### src/sv/sle_pkg.sv
package sle_pkg;

   // Store geometry.
   localparam int CAPACITY = 32;
   localparam int DATA_W   = 32;
   localparam int ADDR_W   = (CAPACITY > 1) ? $clog2(CAPACITY) : 1;
   localparam int CNT_W    = $clog2(CAPACITY + 1);

   // Field widths of the command and result beats.
   localparam int CMD_W    = 3;
   localparam int POS_W    = 6;
   localparam int LEN_W    = 6;
   localparam int STATUS_W = 2;

   // Width for comparing positions against the entry count.
   localparam int WIDE_W   = ((CNT_W > POS_W) ? CNT_W : POS_W) + 1;

   typedef logic [DATA_W-1:0] data_type;
   typedef logic [ADDR_W-1:0] addr_type;
   typedef logic [CNT_W-1:0]  cnt_type;
   typedef logic [POS_W-1:0]  pos_type;
   typedef logic [LEN_W-1:0]  len_type;
   typedef logic [WIDE_W-1:0] wide_type;

   typedef enum logic [CMD_W-1:0] {
      CMD_INSERT = 3'd0,
      CMD_ERASE  = 3'd1,
      CMD_GET    = 3'd2,
      CMD_LOCATE = 3'd3,
      CMD_CLEAR  = 3'd4
   } cmd_type;

   typedef enum logic [STATUS_W-1:0] {
      ST_OK     = 2'd0,
      ST_FULL   = 2'd1,
      ST_BADPOS = 2'd2,
      ST_EMPTY  = 2'd3
   } status_type;

   typedef enum logic [2:0] {
      S_IDLE,
      S_INS_SHIFT,
      S_INS_LAST,
      S_ERA_SHIFT,
      S_GET_READ,
      S_GET_DATA,
      S_LOC
   } state_type;

   // One write port and one read port into the entry store.
   typedef struct packed {
      logic     wr_en;
      addr_type wr_addr;
      data_type wr_data;
      logic     rd_en;
      addr_type rd_addr;
   } mem_req_type;

endpackage

### src/sv/sle_store.sv
module sle_store (
   input  logic                  clock,
   input  sle_pkg::mem_req_type  mem_req,
   output sle_pkg::data_type     rd_data
);

   sle_pkg::data_type entry_mem [sle_pkg::CAPACITY];
   sle_pkg::data_type rd_data_ff;

   // Write port.
   always_ff @(posedge clock) begin
      if (mem_req.wr_en) begin
         entry_mem[mem_req.wr_addr] <= mem_req.wr_data;
      end
   end

   // Read port with registered data.
   always_ff @(posedge clock) begin
      if (mem_req.rd_en) begin
         rd_data_ff <= entry_mem[mem_req.rd_addr];
      end
   end

   assign rd_data = rd_data_ff;

endmodule

### src/sv/sle_ctrl.sv
module sle_ctrl (
   input  logic                        clock,
   input  logic                        reset,
   input  logic                        start,
   output logic                        busy,
   input  logic [sle_pkg::CMD_W-1:0]   req_command,
   input  logic [sle_pkg::POS_W-1:0]   req_position,
   input  logic [sle_pkg::DATA_W-1:0]  req_item_value,
   output logic                        rsp_strobe,
   output logic [sle_pkg::STATUS_W-1:0] rsp_status,
   output logic [sle_pkg::DATA_W-1:0]  rsp_read_value,
   output logic [sle_pkg::LEN_W-1:0]   rsp_found_index,
   output logic [sle_pkg::LEN_W-1:0]   rsp_list_length,
   output logic                        rsp_empty_flag,
   output sle_pkg::mem_req_type        mem_req,
   input  sle_pkg::data_type           mem_rd_data
);

   sle_pkg::state_type  state_ff, state_in;
   sle_pkg::cnt_type    count_ff, count_in;
   sle_pkg::cnt_type    ptr_ff, ptr_in;
   sle_pkg::pos_type    pos_ff, pos_in;
   sle_pkg::data_type   val_ff, val_in;
   logic                pend_ff, pend_in;
   sle_pkg::addr_type   pend_addr_ff, pend_addr_in;
   logic                rsp_strobe_ff, rsp_strobe_in;
   sle_pkg::status_type rsp_status_ff, rsp_status_in;
   sle_pkg::data_type   rsp_read_ff, rsp_read_in;
   sle_pkg::len_type    rsp_found_ff, rsp_found_in;

   logic                accept;
   sle_pkg::wide_type   count_w, req_pos_w, pos_w, ptr_w;
   logic                list_full, list_empty;
   logic                ins_ok, era_ok, get_ok;
   logic                loc_match;

   // Shared conditions; the position and count bounds are compared at a common width.
   assign busy      = (state_ff != sle_pkg::S_IDLE);
   assign accept    = start && !busy;
   assign count_w   = sle_pkg::wide_type'(count_ff);
   assign req_pos_w = sle_pkg::wide_type'(req_position);
   assign pos_w     = sle_pkg::wide_type'(pos_ff);
   assign ptr_w     = sle_pkg::wide_type'(ptr_ff);
   assign list_full  = (count_w >= sle_pkg::wide_type'(sle_pkg::CAPACITY));
   assign list_empty = (count_ff == '0);
   assign ins_ok    = !list_full && (req_pos_w <= count_w);
   assign era_ok    = !list_empty && (req_pos_w < count_w);
   assign get_ok    = !list_empty && (req_position != '0) && (req_pos_w <= count_w);
   assign loc_match = pend_ff && (mem_rd_data == val_ff);

   // Next state.
   always_comb begin
      state_in = state_ff;
      case (state_ff)
         sle_pkg::S_IDLE: begin
            if (accept) begin
               case (req_command)
                  sle_pkg::CMD_INSERT: if (ins_ok) state_in = sle_pkg::S_INS_SHIFT;
                  sle_pkg::CMD_ERASE:  if (era_ok) state_in = sle_pkg::S_ERA_SHIFT;
                  sle_pkg::CMD_GET:    if (get_ok) state_in = sle_pkg::S_GET_READ;
                  sle_pkg::CMD_LOCATE: if (!list_empty) state_in = sle_pkg::S_LOC;
                  default:             state_in = sle_pkg::S_IDLE;
               endcase
            end
         end
         sle_pkg::S_INS_SHIFT: begin
            if (ptr_w <= pos_w) state_in = sle_pkg::S_INS_LAST;
         end
         sle_pkg::S_INS_LAST: state_in = sle_pkg::S_IDLE;
         sle_pkg::S_ERA_SHIFT: begin
            if (ptr_w >= count_w) state_in = sle_pkg::S_IDLE;
         end
         sle_pkg::S_GET_READ: state_in = sle_pkg::S_GET_DATA;
         sle_pkg::S_GET_DATA: state_in = sle_pkg::S_IDLE;
         sle_pkg::S_LOC: begin
            if (loc_match || (!pend_ff && (ptr_w >= count_w))) state_in = sle_pkg::S_IDLE;
         end
         default: state_in = sle_pkg::S_IDLE;
      endcase
   end

   // Datapath, memory accesses and the result beat.
   always_comb begin
      count_in      = count_ff;
      ptr_in        = ptr_ff;
      pos_in        = pos_ff;
      val_in        = val_ff;
      pend_in       = 1'b0;
      pend_addr_in  = pend_addr_ff;
      rsp_strobe_in = 1'b0;
      rsp_status_in = sle_pkg::ST_OK;
      rsp_read_in   = '0;
      rsp_found_in  = '0;
      mem_req.wr_en   = 1'b0;
      mem_req.wr_addr = pend_addr_ff;
      mem_req.wr_data = mem_rd_data;
      mem_req.rd_en   = 1'b0;
      mem_req.rd_addr = sle_pkg::addr_type'(ptr_ff);

      case (state_ff)
         sle_pkg::S_IDLE: begin
            if (accept) begin
               pos_in = req_position;
               val_in = req_item_value;
               case (req_command)
                  sle_pkg::CMD_INSERT: begin
                     ptr_in = count_ff;
                     if (list_full) begin
                        rsp_strobe_in = 1'b1;
                        rsp_status_in = sle_pkg::ST_FULL;
                     end else if (!ins_ok) begin
                        rsp_strobe_in = 1'b1;
                        rsp_status_in = sle_pkg::ST_BADPOS;
                     end
                  end
                  sle_pkg::CMD_ERASE: begin
                     ptr_in = sle_pkg::cnt_type'(req_pos_w + sle_pkg::wide_type'(1));
                     if (list_empty) begin
                        rsp_strobe_in = 1'b1;
                        rsp_status_in = sle_pkg::ST_EMPTY;
                     end else if (!era_ok) begin
                        rsp_strobe_in = 1'b1;
                        rsp_status_in = sle_pkg::ST_BADPOS;
                     end
                  end
                  sle_pkg::CMD_GET: begin
                     if (list_empty) begin
                        rsp_strobe_in = 1'b1;
                        rsp_status_in = sle_pkg::ST_EMPTY;
                     end else if (!get_ok) begin
                        rsp_strobe_in = 1'b1;
                        rsp_status_in = sle_pkg::ST_BADPOS;
                     end
                  end
                  sle_pkg::CMD_LOCATE: begin
                     ptr_in = '0;
                     if (list_empty) rsp_strobe_in = 1'b1;
                  end
                  sle_pkg::CMD_CLEAR: begin
                     count_in      = '0;
                     rsp_strobe_in = 1'b1;
                  end
                  default: rsp_strobe_in = 1'b1;
               endcase
            end
         end

         // Walk down from the top: read slot ptr-1, write it to ptr in the next cycle.
         sle_pkg::S_INS_SHIFT: begin
            mem_req.wr_en = pend_ff;
            if (ptr_w > pos_w) begin
               mem_req.rd_en   = 1'b1;
               mem_req.rd_addr = sle_pkg::addr_type'(ptr_ff - sle_pkg::cnt_type'(1));
               pend_in         = 1'b1;
               pend_addr_in    = sle_pkg::addr_type'(ptr_ff);
               ptr_in          = ptr_ff - sle_pkg::cnt_type'(1);
            end
         end

         // The opened slot takes the new value.
         sle_pkg::S_INS_LAST: begin
            mem_req.wr_en   = 1'b1;
            mem_req.wr_addr = sle_pkg::addr_type'(pos_ff);
            mem_req.wr_data = val_ff;
            count_in        = count_ff + sle_pkg::cnt_type'(1);
            rsp_strobe_in   = 1'b1;
         end

         // Walk up from the erased slot: read slot ptr, write it to ptr-1.
         sle_pkg::S_ERA_SHIFT: begin
            mem_req.wr_en = pend_ff;
            if (ptr_w < count_w) begin
               mem_req.rd_en   = 1'b1;
               mem_req.rd_addr = sle_pkg::addr_type'(ptr_ff);
               pend_in         = 1'b1;
               pend_addr_in    = sle_pkg::addr_type'(ptr_ff - sle_pkg::cnt_type'(1));
               ptr_in          = ptr_ff + sle_pkg::cnt_type'(1);
            end else begin
               count_in      = count_ff - sle_pkg::cnt_type'(1);
               rsp_strobe_in = 1'b1;
            end
         end

         sle_pkg::S_GET_READ: begin
            mem_req.rd_en   = 1'b1;
            mem_req.rd_addr = sle_pkg::addr_type'(pos_ff - sle_pkg::pos_type'(1));
         end

         sle_pkg::S_GET_DATA: begin
            rsp_strobe_in = 1'b1;
            rsp_read_in   = mem_rd_data;
         end

         // Read one entry a cycle and compare it the cycle after; stop at the first match.
         sle_pkg::S_LOC: begin
            if (loc_match) begin
               rsp_strobe_in = 1'b1;
               rsp_found_in  = sle_pkg::len_type'(sle_pkg::wide_type'(pend_addr_ff)
                                                  + sle_pkg::wide_type'(1));
            end else if (ptr_w < count_w) begin
               mem_req.rd_en   = 1'b1;
               mem_req.rd_addr = sle_pkg::addr_type'(ptr_ff);
               pend_in         = 1'b1;
               pend_addr_in    = sle_pkg::addr_type'(ptr_ff);
               ptr_in          = ptr_ff + sle_pkg::cnt_type'(1);
            end else if (!pend_ff) begin
               rsp_strobe_in = 1'b1;
            end
         end

         default: begin
            rsp_strobe_in = 1'b0;
         end
      endcase
   end

   // Control registers.
   always_ff @(posedge clock) begin
      if (reset) begin
         state_ff      <= sle_pkg::S_IDLE;
         count_ff      <= '0;
         pend_ff       <= 1'b0;
         rsp_strobe_ff <= 1'b0;
      end else begin
         state_ff      <= state_in;
         count_ff      <= count_in;
         pend_ff       <= pend_in;
         rsp_strobe_ff <= rsp_strobe_in;
      end
   end

   // Payload registers.
   always_ff @(posedge clock) begin
      ptr_ff        <= ptr_in;
      pos_ff        <= pos_in;
      val_ff        <= val_in;
      pend_addr_ff  <= pend_addr_in;
      rsp_status_ff <= rsp_status_in;
      rsp_read_ff   <= rsp_read_in;
      rsp_found_ff  <= rsp_found_in;
   end

   // The count already holds its new value while the result beat is shown.
   assign rsp_strobe      = rsp_strobe_ff;
   assign rsp_status      = rsp_status_ff;
   assign rsp_read_value  = rsp_read_ff;
   assign rsp_found_index = rsp_found_ff;
   assign rsp_list_length = sle_pkg::len_type'(count_ff);
   assign rsp_empty_flag  = (count_ff == '0);

   // The entry count never passes the capacity.
   a_count_bound: assert property (@(posedge clock) disable iff (reset)
      sle_pkg::wide_type'(count_ff) <= sle_pkg::wide_type'(sle_pkg::CAPACITY))
      else $error("entry count above capacity");

   // A shift never reads the slot it writes in the same cycle.
   a_no_rw_collide: assert property (@(posedge clock) disable iff (reset)
      !(mem_req.wr_en && mem_req.rd_en && (mem_req.wr_addr == mem_req.rd_addr)))
      else $error("read and write to the same slot");

   // A result beat is shown only once the engine is idle again.
   a_strobe_idle: assert property (@(posedge clock) disable iff (reset)
      rsp_strobe |-> !busy)
      else $error("result beat while busy");

   // No read is left in flight when an operation completes.
   a_pend_busy: assert property (@(posedge clock) disable iff (reset)
      pend_ff |-> busy)
      else $error("pending read while idle");

   // Only the count-changing commands move the count.
   a_count_change: assert property (@(posedge clock) disable iff (reset)
      (count_ff != $past(count_ff)) && !$past(reset) |-> rsp_strobe)
      else $error("count changed without a result beat");

endmodule

### src/sv/sequential_list_engine.sv
// Ordered list of up to 32 signed words held in a single-port-read, single-port-write
// RAM with registered read data. A command beat is taken when start is high and
// busy is low; exactly one result beat follows, marked by rsp_strobe for one cycle, and
// the receiver cannot stall it. Clear, unknown codes, a locate on an empty list and
// every rejected command leave busy low. Erase at slot p shifts the entries above p
// down, insert at slot p shifts the entries from p up, get reads one slot, and locate
// reads from slot 0 up to the first match or the end of the list. The longest command
// is a locate with no match over a full list. Shifts and searches move one entry per
// cycle, bounded by the single RAM read port. busy drops in the cycle that shows the
// result, so the next command can be taken there. list_length and empty_flag give the
// state after the command.
module sequential_list_engine (
   input  logic                         clock,
   input  logic                         reset,
   input  logic                         start,
   output logic                         busy,
   input  logic [2:0]                   req_command,
   input  logic [5:0]                   req_position,
   input  logic signed [31:0]           req_item_value,
   output logic                         rsp_strobe,
   output logic [1:0]                   rsp_status,
   output logic signed [31:0]           rsp_read_value,
   output logic [5:0]                   rsp_found_index,
   output logic [5:0]                   rsp_list_length,
   output logic                         rsp_empty_flag
);

   sle_pkg::mem_req_type mem_req;
   sle_pkg::data_type    mem_rd_data;

   // Command sequencer and result register.
   sle_ctrl u_ctrl (
      .clock           (clock),
      .reset           (reset),
      .start           (start),
      .busy            (busy),
      .req_command     (req_command),
      .req_position    (req_position),
      .req_item_value  (req_item_value),
      .rsp_strobe      (rsp_strobe),
      .rsp_status      (rsp_status),
      .rsp_read_value  (rsp_read_value),
      .rsp_found_index (rsp_found_index),
      .rsp_list_length (rsp_list_length),
      .rsp_empty_flag  (rsp_empty_flag),
      .mem_req         (mem_req),
      .mem_rd_data     (mem_rd_data)
   );

   // Entry RAM.
   sle_store u_store (
      .clock   (clock),
      .mem_req (mem_req),
      .rd_data (mem_rd_data)
   );

endmodule
### config.mk
export PLATFORM = sky130hd
export DESIGN_NAME = sequential_list_engine
export DESIGN_NICKNAME = d
export VERILOG_FILES = /design/src/sv/sle_pkg.sv /design/src/sv/sle_store.sv /design/src/sv/sle_ctrl.sv /design/src/sv/sequential_list_engine.sv
export SDC_FILE = /design/constraint.sdc
export NUM_CORES = 2
export LEC_CHECK = 0
export BUFFER_PORTS_ARGS = -buffer_cell sky130_fd_sc_hd__clkbuf_2
export CAP_MARGIN = 20
export CORE_MARGIN = 2
export CORE_UTILIZATION = 45
export DETAILED_ROUTE_END_ITERATION = 8
export GPL_ROUTABILITY_DRIVEN = 0
export HOLD_SLACK_MARGIN = 0.06
export PLACE_DENSITY = 0.66
export SLEW_MARGIN = 15
export SYNTH_ARGS = -nofsm -noshare
export SYNTH_HDL_FRONTEND = slang
export SYNTH_HIERARCHICAL = 1
export SYNTH_SLANG_ARGS = --single-unit
### constraint.sdc
create_clock -name clock -period 6 [get_ports clock]
set_input_delay 1.2 -clock clock [delete_from_list [all_inputs] [get_ports clock]]
set_output_delay 1.2 -clock clock [all_outputs]
set_load 0.05 [all_outputs]
; Yosys cells after proc, flatten, opt, wreduce, memory -nomap -nowiden
; Memories as Yosys holds them, arrays and structs flattened. A register that Yosys moved wholly into a read port is not among the register bits.
; Index checks and enable logic that the tools add are counted.
[totals]
memories = 1
regBits = 100
mem_bits_rw = 1024
elab_cells = 138
inputBits = 44
[op_classes]
mux = 58
n_lt_le_gt_ge = 7
eq_ne = 26
add_sub_neg = 7
n_reduce_logical = 28
[mem_list]
columns = memory, depth, word_bits, read_ports, rd_ports_with_merged_regs, write_ports, line_no
row1 = u_store.entry_mem, 32, 32, 1, 1, 1, sle_store.sv:7  ; sle_pkg::data_type entry_mem [sle_pkg::CAPACITY];
[ops]
columns = cell, n
row1 = 6-bit 2-to-1 mux, 10
row2 = 6-bit one-hot mux with 4 select lines, 2
row3 = 37-bit 2-to-1 mux, 1
row4 = 6-bit one-hot mux with 3 select lines, 2
row5 = 32-bit equality test, 1
row6 = 3-bit 2-to-1 mux, 8
row7 = 5-bit 2-to-1 mux, 4
row8 = 6-bit by 1-bit adder with 6-bit output (second input constant), 3
row9 = 1-bit 2-to-1 mux, 17
row10 = 3-bit one-hot mux with 5 select lines, 1
row11 = 5-bit one-hot mux with 3 select lines, 1
row12 = 2-bit by 1-bit inequality test with 1-bit output (second input constant), 7
row13 = 3-bit by 2-bit equality test with 1-bit output (second input constant), 4
row14 = 3-bit equality test (second input constant), 4
row15 = 6-bit <= comparator, 2
row16 = 6-bit less-than comparator, 2
row17 = 2-bit 2-to-1 mux, 6
row18 = 3-bit one-hot mux with 4 select lines, 1
row19 = 6-bit by 1-bit subtractor with 6-bit output (second input constant), 2
row20 = 5-bit AND reduction, 2
row21 = 3-bit by 2-bit inequality test with 1-bit output (second input constant), 3
row22 = 3-bit nonzero test, 3
row23 = 1-bit one-hot mux with 4 select lines, 2
row24 = 8-bit AND reduction, 1
row25 = 22 further kinds, 37

; Logic depth before layout (Yosys ltp)
[depth]
ltp_word = 9
mapped_depth = 17
ltp_nobuf = 14

; By module
; The synthesis kept the hierarchy.
[modules_own_cells]
columns = mod, cells_each, area_each_um2, n_inst, seq_area_each_um2
row1 = sle_store, 2260, 40812.9, 1, 31710.4
row2 = sle_ctrl, 526, 5532.8, 1, 2492.4

; Worst setup path after synthesis
; No wires, ideal clock.
[synth_timing]
path_kind = register -> register
from = reg u_ctrl.count_ff[5] (netlist: u_ctrl/rsp_list_length[5])
to = reg u_store.rd_data_ff[0] (netlist: u_store/rd_data[0]), read port of u_store.entry_mem (enable)
path_buffers = 1
setup_time_ps = 432
t_arrival_ps = 3808
path_stages_with_launch = 10
required_time_ps = 5568
slack_ps = 1760
cell_sequence = dfxtp_1 -> buf_2 -> inv_1 -> ha_1 -> nand2_1 -> nor2_1 -> a2111oi_4 -> and3_4 -> a221oi_2 -> a21oi_1
[synth_lines]
columns = item, line_no
row1 = "start, declared", sle_ctrl.sv:20  ; sle_pkg::cnt_type count_ff, count_in;
row2 = "start signal, assigned", sle_ctrl.sv:226  ; count_ff <= count_in;
row3 = "end, declared", sle_store.sv:8  ; sle_pkg::data_type rd_data_ff;

==> results.toml <==
[global_routing]
grt_pass1_vias = 25720
grt_max_degree = 89
grt_pass1_wl_um = 177100
grt_usage = 0.2275
gr-total-overflow = 0
antenna_found_initial = 3

[floorplan]
io-pin-count = 93
die_y_um = 324.9
die_x_um = 324.9
die_area_um2 = 105600
start_util = 0.4542
rows = 117
core-area_um2 = 102000

[yosys]
synth_common_cells = "1105 x edfxtp_1, 514 x mux2i_1, 128 x nand2_1"
yosysTopAreaCellShare = 0.7160
synth_area_um2 = 46350
synth_ff_type = "edfxtp_1"
avgSynthCellArea_um2 = 16.64
synth.most_common_cell = "edfxtp_1"
synth_cell_types = 76
yosys_register_bits = 1156
synthTopCellsByArea = "edfxtp_1 72%, mux2i_1 11%, dfxtp_1 2.2%"
synth_warnings = 6
synth_edf_count = 1105
synthArstFlopShare = 0
syn_inst = 2786
yosysSeqAreaShare = 0.7380
synth_fp_nets = 2861
synth_area_leader_cell = "edfxtp_1"

[worst_setup_path]
r2r_cells = 13
end_kind = "flip-flop"
critPathMaxFanout = 44
cp.required_ns = 6.40
crit_arrival_ns = 5.22
path_buf_inv = 1
r2r_slack_ns = 1.18
cp_slowest_stage_delay_ns = 0.82
crit_family = "compound AO/OA/AOI/OAI gates"
start_kind = "flip-flop"
reg2reg_from = "u_ctrl/ptr_ff[4]"
r2r_end = "u_store/rd_data[27]"
worstSetupPathType = "flip-flop to flip-flop"
path_cells = "ha_1, nand4_1, a21oi_1, o32ai_2, or2_0, o22a_1, o21ai_0, and2_4, buf_4, a22o_1, nor3_1, a31oi_1, nand3_1"
slowest_stage = "and2_4"

[cells_and_area]
multi_input_area_um2 = 11490
synthToLayoutAreaGrowth_pct = 12.99
regArea_um2 = 34200
fin_nets = 2989
n_fill_cell = 8185
drive_above_1_share = 0.1413

[placement]
pre_cts_ws_ns = 1.308
port_buffers = 92
place_hpwl_um = 70740

[pwr]
ir_drop_mv = 0.2340
p_leak_nw = 17.78
pwr_density_cell_nw_per_um2 = 335.2

[clock_tree]
cts_resized = 0
htreeDepth = 3
clock-sinks = 1156
cts_inserted_buffers = 109
cts.clk_slew.worst_paths_ns = 0.06
ctsRootBufferMaster = "clkbuf_16"
clk_latency_ns = 0.72
cts_tree = "done"
cts.path.max_buffers = 3
holdBufCountCts = 0
post_cts_buffers = 0

[sta]
slew_violations = 0
hold_viol = 0
max_slew_margin = 0.1846
rsz0062_at_grt = "false"
setup_violations = 0
max_freq_mhz = 207.3
fin_crit_sh = 0.8039
fin_crit_ns = 4.823
fin_skew_ns = 0.06337
fin_tns_setup_ns = 0
tightest_slew_ns = 1.223
finalWorstSetupSlack_ns = 1.177

[min_path]
min_to = "u_ctrl/rsp_read_value[27]"
min_path_type = "flip-flop to flip-flop"
hold_depth = 1
hp-start = "u_store/rd_data[27]"

[routing]
routedWlPerCell_um = 27.91
wl_um = 122100
drtPass1Iterations = 8
first_iter_violations = 3101
viasPerCell = 5.980
ant_nets = 0
via_count = 26170
drc = 0

[status]
status = "completed"

[flow_run]
maxCapViolCount = 0
-- stage by stage --
stage          std cells  hold slack (ns)    util  power (mW)  instance area (um2)
5_1_grt             4375           0.5532  0.5132       18.06                52360
6_report            4376           0.5283  0.5132       17.55                52370
3_5_place_dp        4170           0.5158  0.4782       10.87                48790
4_1_cts             4374           0.5293  0.5129       17.62                52340
2_1_floorplan       2786           0.4628       -       10.37                46350
3_3_place_gp        4165           0.5220  0.4771       10.84                48680
-- area by class of cell --
type / count / share of cell area
sequential: 1156 / 0.6532
multi-input combinational: 1455 / 0.2195
clock buffer: 132 / 0.05455
tap: 1368 / 0.03269
timing repair buffer: 164 / 0.02490
clock inverter: 72 / 0.01317
inverter: 28 / 0.002007
antenna: 1 / 0.00004779
-- where the power goes --
| group | internal (mW) | total [mW] | switching, mW |
|---|---|---|---|
| Combinational | 0.652 | 1.79 | 1.13 |
| Clock | 3.87 | 6.83 | 2.96 |
| Sequential | 8.89 | 8.94 | 0.0558 |
| Total | 13.4 | 17.6 | 4.15 |
-- kinds of logic after synthesis --
logic type,share of synthesized area
flip-flops,0.7380
multiplexers,0.1200
AND/OR/NAND/NOR,0.04592
AO/OA/AOI/OAI,0.05707
buffers and inverters,0.02065
XOR/XNOR,0.009827
adder cells (fa/ha/maj),0.008531
-- worst max path at each step --
stage / start / endpoint / slack, ns / depth (start not counted)
2_1_floorplan: u_ctrl/rsp_list_length[5] / u_store/rd_data[0] / 1.76 / 9
3_3_place_gp: u_ctrl/state_ff[2] / u_store/entry_mem[18][21] / 1.39 / 8
3_5_place_dp: u_ctrl/state_ff[2] / u_store/entry_mem[29][24] / 1.31 / 8
4_1_cts: u_ctrl/ptr_ff[4] / u_store/rd_data[27] / 1.27 / 13
5_1_grt: u_ctrl/ptr_ff[4] / u_store/rd_data[0] / 0.95 / 13
6_report: u_ctrl/ptr_ff[4] / u_store/rd_data[27] / 1.18 / 13
-- cells in the final DEF (no fill, tap or decap), drive strengths merged, types with 51 or more instances in the layout --
cell	n
dfxtp	51
clkbuf	224
nand3	112
buf	72
a22oi	99
clkinv	59
nor2	62
nand2	128
mux2i	514
edfxtp	1105
a22o	65
a21oi	124
-- per-layer routing --
metal,part of all wire,vias up,track usage
met3,0.092,210,0.04470
li1,-,11180,-
met1,0.42,13500,0.3221
met2,0.46,1280,0.3543
met4,0.030,2,0.07508
met5,0.00011,-,0
-- state kept, by name, summed over array words and instances (netlist names), 5 cells and up --
register,count
u_ctrl/rsp_list_length,6
u_ctrl/pos_ff,6
u_ctrl/ptr_ff,6
u_store/entry_mem,1024
u_ctrl/rsp_read_value,32
u_ctrl/rsp_found_index,6
u_ctrl/pend_addr_ff,5
u_ctrl/val_ff,32
u_store/rd_data,32
-- worst reg2reg max path: cells and delay by family (launching register included) --
kind / cells / cell delay (ns)
AOI/OAI and AO/OA: 6 / 1.61
adders and majority gates: 1 / 0.40
buffers and inverters: 1 / 0.44
DFF: 1 / 0.56
and+or+nand+nor: 5 / 1.49
No activity file was read; power rests on OpenSTA's default activity.
